### config.mk
export PLATFORM = sky130hd
export DESIGN_NAME = triangle_flat_split_setup_core_flat
export DESIGN_NICKNAME = d
export VERILOG_FILES = /design/src/design/tfs_pkg.sv /design/src/design/tfs_in_if.sv /design/src/design/tfs_out_if.sv /design/src/design/tfs_sort.sv /design/src/design/tfs_mul.sv /design/src/design/tfs_div_cell.sv /design/src/design/triangle_flat_split_setup_core.sv /design/src/flat_wrapper.sv
export SDC_FILE = /design/constraint.sdc
export NUM_CORES = 2
export LEC_CHECK = 0
export BUFFER_PORTS_ARGS = -buffer_cell sky130_fd_sc_hd__buf_2
export CORE_ASPECT_RATIO = 1.1
export CORE_MARGIN = 1
export CORE_UTILIZATION = 60
export CTS_BUF_LIST = sky130_fd_sc_hd__clkbuf_8 sky130_fd_sc_hd__clkbuf_16
export DETAILED_ROUTE_END_ITERATION = 10
export GPL_TIMING_DRIVEN = 0
export PLACE_DENSITY_LB_ADDON = 0.12
export RECOVER_POWER = 100
export SYNTH_ARGS = -nofsm -noshare
export SYNTH_HDL_FRONTEND = slang
export SYNTH_HIERARCHICAL = 1
export SYNTH_SLANG_ARGS = --single-unit
### constraint.sdc
create_clock -name i_clk -period 10.5 [get_ports i_clk]
set_input_delay 2.1 -clock i_clk [delete_from_list [all_inputs] [get_ports i_clk]]
set_output_delay 2.1 -clock i_clk [all_outputs]
set_load 0.02 [all_outputs]
### src/design/tfs_pkg.sv
// Shared types and constants for the triangle flat split setup block.
`default_nettype none
package tfs_pkg;

    localparam int CW = 16;

    typedef logic signed [CW-1:0] t_coord;
    typedef logic [CW-1:0]        t_umag;
    typedef logic [2*CW-1:0]      t_prod;

    typedef struct packed {
        t_coord x1;
        t_coord y1;
        t_coord x2;
        t_coord y2;
        t_coord x3;
        t_coord y3;
    } t_vtx;

    typedef struct packed {
        t_vtx v;
        logic neg;
        logic degen;
    } t_ctl;

    typedef struct packed {
        t_umag rem;
        t_umag low;
        t_umag den;
    } t_div;

    typedef struct packed {
        t_ctl ctl;
        t_div div;
    } t_cell;

endpackage
`default_nettype wire

### src/design/tfs_in_if.sv
// Request channel carrying the three unsorted vertices.
`default_nettype none
interface tfs_in_if;
    import tfs_pkg::*;

    logic   valid;
    logic   ready;
    t_coord in_x_a;
    t_coord in_y_a;
    t_coord in_x_b;
    t_coord in_y_b;
    t_coord in_x_c;
    t_coord in_y_c;

    modport source (
        output valid, in_x_a, in_y_a, in_x_b, in_y_b, in_x_c, in_y_c,
        input  ready
    );
    modport sink (
        input  valid, in_x_a, in_y_a, in_x_b, in_y_b, in_x_c, in_y_c,
        output ready
    );
endinterface
`default_nettype wire

### src/design/tfs_out_if.sv
// Result channel carrying the sorted vertices and the split point.
`default_nettype none
interface tfs_out_if;
    import tfs_pkg::*;

    logic   valid;
    logic   ready;
    t_coord top_x;
    t_coord top_y;
    t_coord middle_x;
    t_coord middle_y;
    t_coord bottom_x;
    t_coord bottom_y;
    t_coord split_x;
    t_coord split_y;
    logic   degenerate;

    modport source (
        output valid, top_x, top_y, middle_x, middle_y, bottom_x, bottom_y,
               split_x, split_y, degenerate,
        input  ready
    );
    modport sink (
        input  valid, top_x, top_y, middle_x, middle_y, bottom_x, bottom_y,
               split_x, split_y, degenerate,
        output ready
    );
endinterface
`default_nettype wire

### src/design/tfs_sort.sv
// Three-compare sort network on y, one registered stage.
`default_nettype none
module tfs_sort (
    input  logic          i_clk,
    input  logic          i_rst_n,
    input  logic          i_valid,
    output logic          o_ready,
    input  tfs_pkg::t_vtx i_data,
    output logic          o_valid,
    input  logic          i_ready,
    output tfs_pkg::t_vtx o_data
);
    import tfs_pkg::*;

    logic r_valid;
    t_vtx r_data;
    t_vtx n_data;
    t_vtx s0;
    t_vtx s1;

    always_comb begin
        s0 = i_data;
        if ($signed(i_data.y1) > $signed(i_data.y2)) begin
            s0.x1 = i_data.x2;
            s0.y1 = i_data.y2;
            s0.x2 = i_data.x1;
            s0.y2 = i_data.y1;
        end
        s1 = s0;
        if ($signed(s0.y2) > $signed(s0.y3)) begin
            s1.x2 = s0.x3;
            s1.y2 = s0.y3;
            s1.x3 = s0.x2;
            s1.y3 = s0.y2;
        end
        n_data = s1;
        if ($signed(s1.y1) > $signed(s1.y2)) begin
            n_data.x1 = s1.x2;
            n_data.y1 = s1.y2;
            n_data.x2 = s1.x1;
            n_data.y2 = s1.y1;
        end
    end

    assign o_ready = !r_valid || i_ready;
    assign o_valid = r_valid;
    assign o_data  = r_data;

    always_ff @(posedge i_clk) begin
        if (!i_rst_n) begin
            r_valid <= 1'b0;
        end else if (o_ready) begin
            r_valid <= i_valid;
        end
        if (o_ready && i_valid) begin
            r_data <= n_data;
        end
    end
endmodule
`default_nettype wire

### src/design/tfs_mul.sv
// Edge deltas and the dy * |dx| product that feeds the divider chain.
`default_nettype none
module tfs_mul (
    input  logic           i_clk,
    input  logic           i_rst_n,
    input  logic           i_valid,
    output logic           o_ready,
    input  tfs_pkg::t_vtx  i_data,
    output logic           o_valid,
    input  logic           i_ready,
    output tfs_pkg::t_cell o_data
);
    import tfs_pkg::*;

    logic        r_valid;
    t_cell       r_data;
    t_cell       n_data;
    logic [CW:0] dy;
    logic [CW:0] den;
    logic [CW:0] dx;
    logic [CW:0] mag;
    t_prod       prod;

    always_comb begin
        dy   = {i_data.y2[CW-1], i_data.y2} - {i_data.y1[CW-1], i_data.y1};
        den  = {i_data.y3[CW-1], i_data.y3} - {i_data.y1[CW-1], i_data.y1};
        dx   = {i_data.x3[CW-1], i_data.x3} - {i_data.x1[CW-1], i_data.x1};
        mag  = dx[CW] ? (~dx + 1'b1) : dx;
        prod = dy[CW-1:0] * mag[CW-1:0];
        n_data.ctl.v     = i_data;
        n_data.ctl.neg   = dx[CW];
        n_data.ctl.degen = (i_data.y3 == i_data.y1);
        n_data.div.rem   = prod[2*CW-1:CW];
        n_data.div.low   = prod[CW-1:0];
        n_data.div.den   = den[CW-1:0];
    end

    assign o_ready = !r_valid || i_ready;
    assign o_valid = r_valid;
    assign o_data  = r_data;

    always_ff @(posedge i_clk) begin
        if (!i_rst_n) begin
            r_valid <= 1'b0;
        end else if (o_ready) begin
            r_valid <= i_valid;
        end
        if (o_ready && i_valid) begin
            r_data <= n_data;
        end
    end
endmodule
`default_nettype wire

### src/design/tfs_div_cell.sv
// One restoring-division step: shifts in a dividend bit, emits one quotient bit.
`default_nettype none
module tfs_div_cell (
    input  logic           i_clk,
    input  logic           i_rst_n,
    input  logic           i_valid,
    output logic           o_ready,
    input  tfs_pkg::t_cell i_data,
    output logic           o_valid,
    input  logic           i_ready,
    output tfs_pkg::t_cell o_data
);
    import tfs_pkg::*;

    logic        r_valid;
    t_cell       r_data;
    t_cell       n_data;
    logic [CW:0] trial;
    logic [CW:0] diff;
    logic        ge;

    always_comb begin
        trial = {i_data.div.rem, i_data.div.low[CW-1]};
        diff  = trial - {1'b0, i_data.div.den};
        ge    = (trial >= {1'b0, i_data.div.den});
        n_data         = i_data;
        n_data.div.rem = ge ? diff[CW-1:0] : trial[CW-1:0];
        n_data.div.low = {i_data.div.low[CW-2:0], ge};
    end

    assign o_ready = !r_valid || i_ready;
    assign o_valid = r_valid;
    assign o_data  = r_data;

    always_ff @(posedge i_clk) begin
        if (!i_rst_n) begin
            r_valid <= 1'b0;
        end else if (o_ready) begin
            r_valid <= i_valid;
        end
        if (o_ready && i_valid) begin
            r_data <= n_data;
        end
    end
endmodule
`default_nettype wire

### src/design/triangle_flat_split_setup_core.sv
// Triangle setup top level: sort, product, divider chain and split output.
// Takes one triangle request per cycle while the result side does not stall, and
// returns one result per request, in order. A request passes through the y-sort
// register, the register for the edge deltas and dy*|dx| product, the chain of 16
// restoring-division cells (one quotient bit per cell) and the output register,
// which takes the split-point add. Every stage has its own valid bit
// and a request moves on whenever the next stage is free, so gaps in the flow
// close up and a held result stops new requests only once all 19 stages are full.
// Quotients truncate toward zero; a flat triangle (top y equal to bottom y)
// sets degenerate and returns the top x as split x.
`default_nettype none
module triangle_flat_split_setup_core (
    input  logic      i_clk,
    input  logic      i_rst_n,
    tfs_in_if.sink    i_in,
    tfs_out_if.source o_out
);
    import tfs_pkg::*;

    t_vtx  w_in_vtx;
    wire   w_sort_valid;
    wire   w_sort_ready;
    t_vtx  w_sort_data;
    wire   [CW:0] w_valid;
    wire   [CW:0] w_ready;
    wire   t_cell w_cell [0:CW];

    logic  r_valid;
    logic  out_free;
    t_coord r_top_x;
    t_coord r_top_y;
    t_coord r_mid_x;
    t_coord r_mid_y;
    t_coord r_bot_x;
    t_coord r_bot_y;
    t_coord r_split_x;
    logic   r_degen;
    t_coord n_split_x;
    t_ctl   last_ctl;
    t_umag  quot;

    assign w_in_vtx.x1 = i_in.in_x_a;
    assign w_in_vtx.y1 = i_in.in_y_a;
    assign w_in_vtx.x2 = i_in.in_x_b;
    assign w_in_vtx.y2 = i_in.in_y_b;
    assign w_in_vtx.x3 = i_in.in_x_c;
    assign w_in_vtx.y3 = i_in.in_y_c;

    tfs_sort u_sort (
        .i_clk   (i_clk),
        .i_rst_n (i_rst_n),
        .i_valid (i_in.valid),
        .o_ready (i_in.ready),
        .i_data  (w_in_vtx),
        .o_valid (w_sort_valid),
        .i_ready (w_sort_ready),
        .o_data  (w_sort_data)
    );

    tfs_mul u_mul (
        .i_clk   (i_clk),
        .i_rst_n (i_rst_n),
        .i_valid (w_sort_valid),
        .o_ready (w_sort_ready),
        .i_data  (w_sort_data),
        .o_valid (w_valid[0]),
        .i_ready (w_ready[0]),
        .o_data  (w_cell[0])
    );

    for (genvar g = 0; g < CW; g++) begin : g_div
        tfs_div_cell u_cell (
            .i_clk   (i_clk),
            .i_rst_n (i_rst_n),
            .i_valid (w_valid[g]),
            .o_ready (w_ready[g]),
            .i_data  (w_cell[g]),
            .o_valid (w_valid[g+1]),
            .i_ready (w_ready[g+1]),
            .o_data  (w_cell[g+1])
        );
    end

    assign last_ctl = w_cell[CW].ctl;
    assign quot     = w_cell[CW].div.low;

    always_comb begin
        if (last_ctl.degen) begin
            n_split_x = last_ctl.v.x1;
        end else if (last_ctl.neg) begin
            n_split_x = last_ctl.v.x1 - quot;
        end else begin
            n_split_x = last_ctl.v.x1 + quot;
        end
    end

    assign out_free    = !r_valid || o_out.ready;
    assign w_ready[CW] = out_free;

    always_ff @(posedge i_clk) begin
        if (!i_rst_n) begin
            r_valid <= 1'b0;
        end else if (out_free) begin
            r_valid <= w_valid[CW];
        end
        if (out_free && w_valid[CW]) begin
            r_top_x   <= last_ctl.v.x1;
            r_top_y   <= last_ctl.v.y1;
            r_mid_x   <= last_ctl.v.x2;
            r_mid_y   <= last_ctl.v.y2;
            r_bot_x   <= last_ctl.v.x3;
            r_bot_y   <= last_ctl.v.y3;
            r_split_x <= n_split_x;
            r_degen   <= last_ctl.degen;
        end
    end

    assign o_out.valid      = r_valid;
    assign o_out.top_x      = r_top_x;
    assign o_out.top_y      = r_top_y;
    assign o_out.middle_x   = r_mid_x;
    assign o_out.middle_y   = r_mid_y;
    assign o_out.bottom_x   = r_bot_x;
    assign o_out.bottom_y   = r_bot_y;
    assign o_out.split_x    = r_split_x;
    assign o_out.split_y    = r_mid_y;
    assign o_out.degenerate = r_degen;
endmodule
`default_nettype wire

### src/flat_wrapper.sv
// flat-port wrapper written by rule: the top's interface ports become plain ports
module triangle_flat_split_setup_core_flat import tfs_pkg::*;
  (i_clk, i_rst_n, i_in_valid, i_in_in_x_a, i_in_in_y_a, i_in_in_x_b, i_in_in_y_b, i_in_in_x_c, i_in_in_y_c, i_in_ready, o_out_valid, o_out_top_x, o_out_top_y, o_out_middle_x, o_out_middle_y, o_out_bottom_x, o_out_bottom_y, o_out_split_x, o_out_split_y, o_out_degenerate, o_out_ready);
  tfs_in_if i_in_i ();
  tfs_out_if o_out_i ();
  input  logic i_clk;
  input  logic i_rst_n;
  input wire logic [$bits(i_in_i.valid)-1:0] i_in_valid;
  input wire logic [$bits(i_in_i.in_x_a)-1:0] i_in_in_x_a;
  input wire logic [$bits(i_in_i.in_y_a)-1:0] i_in_in_y_a;
  input wire logic [$bits(i_in_i.in_x_b)-1:0] i_in_in_x_b;
  input wire logic [$bits(i_in_i.in_y_b)-1:0] i_in_in_y_b;
  input wire logic [$bits(i_in_i.in_x_c)-1:0] i_in_in_x_c;
  input wire logic [$bits(i_in_i.in_y_c)-1:0] i_in_in_y_c;
  output wire logic [$bits(i_in_i.ready)-1:0] i_in_ready;
  output wire logic [$bits(o_out_i.valid)-1:0] o_out_valid;
  output wire logic [$bits(o_out_i.top_x)-1:0] o_out_top_x;
  output wire logic [$bits(o_out_i.top_y)-1:0] o_out_top_y;
  output wire logic [$bits(o_out_i.middle_x)-1:0] o_out_middle_x;
  output wire logic [$bits(o_out_i.middle_y)-1:0] o_out_middle_y;
  output wire logic [$bits(o_out_i.bottom_x)-1:0] o_out_bottom_x;
  output wire logic [$bits(o_out_i.bottom_y)-1:0] o_out_bottom_y;
  output wire logic [$bits(o_out_i.split_x)-1:0] o_out_split_x;
  output wire logic [$bits(o_out_i.split_y)-1:0] o_out_split_y;
  output wire logic [$bits(o_out_i.degenerate)-1:0] o_out_degenerate;
  input wire logic [$bits(o_out_i.ready)-1:0] o_out_ready;
  assign i_in_i.valid = i_in_valid;
  assign i_in_i.in_x_a = i_in_in_x_a;
  assign i_in_i.in_y_a = i_in_in_y_a;
  assign i_in_i.in_x_b = i_in_in_x_b;
  assign i_in_i.in_y_b = i_in_in_y_b;
  assign i_in_i.in_x_c = i_in_in_x_c;
  assign i_in_i.in_y_c = i_in_in_y_c;
  assign i_in_ready = i_in_i.ready;
  assign o_out_valid = o_out_i.valid;
  assign o_out_top_x = o_out_i.top_x;
  assign o_out_top_y = o_out_i.top_y;
  assign o_out_middle_x = o_out_i.middle_x;
  assign o_out_middle_y = o_out_i.middle_y;
  assign o_out_bottom_x = o_out_i.bottom_x;
  assign o_out_bottom_y = o_out_i.bottom_y;
  assign o_out_split_x = o_out_i.split_x;
  assign o_out_split_y = o_out_i.split_y;
  assign o_out_degenerate = o_out_i.degenerate;
  assign o_out_i.ready = o_out_ready;
  triangle_flat_split_setup_core u_core (.i_clk(i_clk), .i_rst_n(i_rst_n), .i_in(i_in_i), .o_out(o_out_i));
endmodule
After elaboration in Yosys (flattened, before gate mapping) --
Index checks and enable logic that the tools add are counted. Widths: inputs -> output; s select.
Word-level totals: flip-flop bits (word level) 2678, input bits 100, output and inout bits 131, word-level logic and storage cells 339
Cells by class: add/sub/neg operators 21, multipliers 1, order comparisons 19, eq/ne operators 1, muxes and demuxes 21, bitwise operators 1, reduce and logical (&&, ||, !) cells 57
Operators by type and width (number):
- $mux 16 | 18
- $sub 16x16->16 | 18
- $ge 17x16->1 | 16
- $mux 64 | 3
- $gt 16x16->1 | 3
- $mul 16x16->32 | 1
- $logic_and 1x1->1 | 19
- $logic_not 1->1 | 19
- $logic_or 1x1->1 | 19
- $sub 16x16->17 | 1
- $add 16x1->16 const B | 1
- $add 16x16->16 | 1
- $eq 16x16->1 | 1
- $not 16->16 | 1

Depth between registers and ports, before layout --
word-level depth 21, depth in mapped cells 35, depth with buffers taken out 34

Modules after synthesis --
The synthesis kept the hierarchy.
Modules (own cells, without submodules):
- tfs_div_cell (u_core.g_div[0].u_cell ...) | instances 14, cells an instance 302, area each 5562.8 um^2, seq. area each 4404.2 um^2
- tfs_mul | instances 1, cells an instance 1565, area each 15996.6 um^2, seq. area each 4404.2 um^2
- tfs_sort | instances 1, cells an instance 621, area each 6383.6 um^2, seq. area each 2902.8 um^2
- tfs_div_cell (u_core.g_div[2].u_cell) | instances 1, cells an instance 304, area each 5620.4 um^2, seq. area each 4404.2 um^2
- tfs_div_cell (u_core.g_div[1].u_cell) | instances 1, cells an instance 304, area each 5619.1 um^2, seq. area each 4404.2 um^2
- triangle_flat_split_setup_core | instances 1, cells an instance 307, area each 4737.0 um^2, seq. area each 3413.3 um^2

Worst setup path after synthesis --
No wires, ideal clock.
path type register to register, from reg u_core.u_sort.r_data, in the netlist u_core/u_sort/o_data[80], to reg u_core.u_mul.r_data, in the netlist u_core/u_mul/o_data[44] (data pin), arrival 8584 ps, required time 10235 ps, path slack 1651 ps, stages on the path, launching flop included 35, cells stage by stage edfxtp_1 -> ha_1 -> fa_1 -> nor2b_4 -> o31ai_4 -> a211o_1 -> a211oi_1 -> o21ai_1 -> a211oi_1 -> buf_2 -> nor3_1 -> xor2_1 -> clkbuf_1 -> nand2_1 -> fa_1 -> inv_1 -> fa_1 -> inv_1 -> fa_1 -> inv_1 -> fa_1 -> fa_1 -> inv_1 -> fa_1 -> inv_1 -> ha_1 -> a21o_1 -> a21oi_1 -> o31ai_1 -> a221oi_1 -> o21ai_1 -> a311o_1 -> a31o_2 -> a21oi_1 -> xnor2_1
RTL lines:
- start, declared | RTL line tfs_sort.sv:16 | t_vtx r_data;
- start signal, assigned | RTL line tfs_sort.sv:56 | r_data <= n_data;
- end signal, assigned | RTL line tfs_mul.sv:49 | r_data <= n_data;
- end, declared | RTL line tfs_mul.sv:16 | t_cell r_data;

==> results.md <==
- The most common library cell in the layout ignoring fill and taps is sky130_fd_sc_hd__edfxtp_1.
- The worst setup path is launched from a flip-flop.
- The total routing usage reported by global routing is 0.250.
- The worst-margin pin slew is 3780 ps.
- The number of iterations in the first detailed-routing pass is 8.
- The floorplan step set the die height to 460 microns.
- After synthesis the cells add up to 0.115 sq mm.
- The TritonCTS clock tree is yes.
- Synthesis handed over a netlist of 7213 instances.
- The half-perimeter wire length of the detailed placement result is 164000 microns.
- The footprint of the multi-input gates is 0.0298 sq mm.
- The depth of the CTS H-tree is 5.
- The sort of element at the end of the critical path is a flip-flop.
- The clock root buffer master is sky130_fd_sc_hd__clkbuf_16.
- The min-delay analysis places its worst path in the category flip-flop to flip-flop.
- The cell count of the worst hold path is 0.
- The maximum number of pins on one net before global-route repair is 75.
- The number of cells on the worst reg-to-reg path is 28.
- The per-cell routed wire length is 22.7 microns.
- The shortest period the worst path allows is 10240 ps.
- The finished cells cover 0.127 sq mm.
- The sequential cells in the finished layout cover a total of 0.0802 sq mm.
- The first global-routing pass estimated 361000 microns of wire.
- The total cell area at the placement stage is 0.120 sq mm.
- The via count of the first global-routing pass is 60700.
- In this run the most critical hold path is launched from u_core/u_mul/o_data[63].
- For this configuration, the core starts out at a cell density of 0.606.
- The number of nets produced by synthesis is 7997.
- The critical setup path kind is flip-flop to flip-flop.
- Relative to the synthesized area, the layout overhead comes to 10.5%.
- The headroom to the max-slew limit is -1.52.
- The worst register-to-register path ends at u_core/u_mul/o_data[44].
- The slowest cell on the critical path is sky130_fd_sc_hd__a21oi_1.
- Averaged over all synthesized cells, the footprint is 15.9 sq um.
- The number of buffers added on ports is 230.
- The number of setup violations in the final report is 0.
- The final number of hold-violating endpoints was 0.
- For the worst setup path, the data required time is 11080 ps.
- In this run the critical register-to-register path is launched from u_core/u_sort/o_data[17].
- The worst clock skew on the final layout is 101 ps.
- The count of nets left with antenna violations once routing finished came out at 0.
- The count of final max-slew check failures is 2510.
- The residual DRC count is 0.
- By instance count, the cell type seen most on the critical path is sky130_fd_sc_hd__fa_1.
- The count of placed standard cells including taps is 10000.
- The maximum single-stage delay on the critical path is 680 ps.
- The count of nets after finishing is 8548.
- The placer congestion estimate is 0.952.
- The total area inside the core boundary comes to 0.189 sq mm.
- The data arrival time of the critical path is 10820 ps.
- For hold timing, the worst endpoint is u_core/g_div[0].u_cell/o_data[63].
- The peak clock frequency supported by timing is 97.7 MHz.
- The initialized floorplan defines 167 standard-cell rows.
- The floorplan step defined a die boundary enclosing 0.193 sq mm.
- The top cell types in the final layout, fill and taps aside, are sky130_fd_sc_hd__edfxtp_1, sky130_fd_sc_hd__inv_1, sky130_fd_sc_hd__ha_1, sky130_fd_sc_hd__nand2_1, sky130_fd_sc_hd__a21oi_1.
- Setup repair after global routing left no endpoint under its margin.
- The x dimension of the die is 419 microns.
- After clock tree synthesis, the clock-pin slew on the worst setup and hold paths is 60 ps.
- The run finished, with violations left.
- The final route contains 59100 vias.
- The count of cells in the finished layout, fillers not included, comes to 10500.
- The number of buffers between clock root and the deepest sink is 4.
- Counting every sink on the clock net gives 2678.
- The layout cell share with drive strength beyond 1 is 0.105.
- The number of buffers inserted during clock tree synthesis is 275.
- The reg2reg setup slack is 260 ps.
- The max-capacitance violation count is 51.
- The post-route setup TNS is 0 ps.
- The final layout contains routed wiring with a total length of 239000 microns.
- The initial DRC count is 3890.
- The number of antenna violations at the first check in global routing was 20.
- Of the available clock period, the critical path in the final layout requires 0.975.
- 231 I/O pins were placed.
- After global routing the overflow that remains totals 0.
- The ratio of routed vias to standard cells is 5.63.
- The top fanout value on the critical path is 7.
- For this run, the number of Yosys warnings is 6.
- The insertion delay of the later-clocked pin in the worst-skew pair is 940 ps.
- The number of filler cells placed in the layout is 13000.
- The checks that failed: max-capacitance violations, max-slew violations.
-- per-stage QoR --
stage          worst slack (ps)   util  hold WS (ps)
2_1_floorplan              1650      -           400
3_3_place_gp               -377  0.629           400
3_5_place_dp               -436  0.634           405
4_1_cts                    44.9  0.679           368
5_1_grt                    18.7  0.670           378
6_report                    261  0.670           370
-- cell type report --
type / count / share of cell area
clock inverter: 184 / 0.0114
tap: 2535 / 0.0250
antenna: 14 / 0.000276
sequential: 2678 / 0.633
inverter: 751 / 0.0223
clock buffer: 278 / 0.0549
timing repair buffer: 276 / 0.00986
buffer: 160 / 0.00832
multi-input combinational: 3622 / 0.235
-- sequential cells by signal, indices dropped and copies added, names as in the netlist --
signal and cells:
u_core/g_div.u_cell/o_data 2304, u_core/u_mul/o_data 146, u_core/u_sort/o_data 96, u_core/g_div.u_cell/o_valid 16, u_core/o_out.bottom_x 16, u_core/o_out.bottom_y 16
u_core/o_out.middle_x 16, u_core/o_out.middle_y 16, u_core/o_out.split_x 16, u_core/o_out.top_x 16, u_core/o_out.top_y 16, u_core/o_out.degenerate 1
u_core/o_out.valid 1, u_core/u_mul/o_valid 1, u_core/u_sort/o_valid 1
-- metal layers --
| layer | GRT usage | vias up | wire length, microns |
|---|---|---|---|
| met5 | 0 | - | 0 |
| met2 | 0.439 | 1567 | 121000 |
| met3 | 0.0368 | 458 | 10900 |
| met1 | 0.312 | 29300 | 96400 |
| met4 | 0.104 | 0 | 10300 |
| li1 | - | 27800 | - |
-- repair_timing --
action,4_1_cts,5_1_grt
resized for setup,12,23
hold buffers,0,0
endpoints found under the hold margin,0,0
setup buffers,1,10
setup endpoints to repair,8,7
gates cloned,0,0
pin swaps,0,2
-- worst max-delay path by stage --
stage	from	to	slack, ps	depth (start not counted)
after global placement	u_core/u_sort/o_data[80]	u_core/u_mul/o_data[45]	-380	34
after global routing	u_core/u_sort/o_data[17]	u_core/u_mul/o_data[45]	20	32
after floorplan	u_core/u_sort/o_data[80]	u_core/u_mul/o_data[44]	1650	34
final	u_core/u_sort/o_data[17]	u_core/u_mul/o_data[44]	260	28
after CTS	u_core/u_sort/o_data[24]	u_core/u_mul/o_data[45]	40	32
after detailed placement	u_core/u_sort/o_data[80]	u_core/u_mul/o_data[45]	-440	31
-- worst max-delay path: cells and delay by family, from the launching register on --
| kind | cells | cell delay [ps] |
|---|---|---|
| AOI/OAI and AO/OA | 10 | 3610 |
| xor gates and xnor gates | 2 | 710 |
| adders and majority gates | 8 | 3880 |
| buffers and inverters | 3 | 170 |
| DFF | 1 | 530 |
| and+or+nand+nor | 5 | 960 |
Power is left out: the tool's default activity adds up to more than one toggle a clock period on the data nets, which glitch-free logic cannot reach.
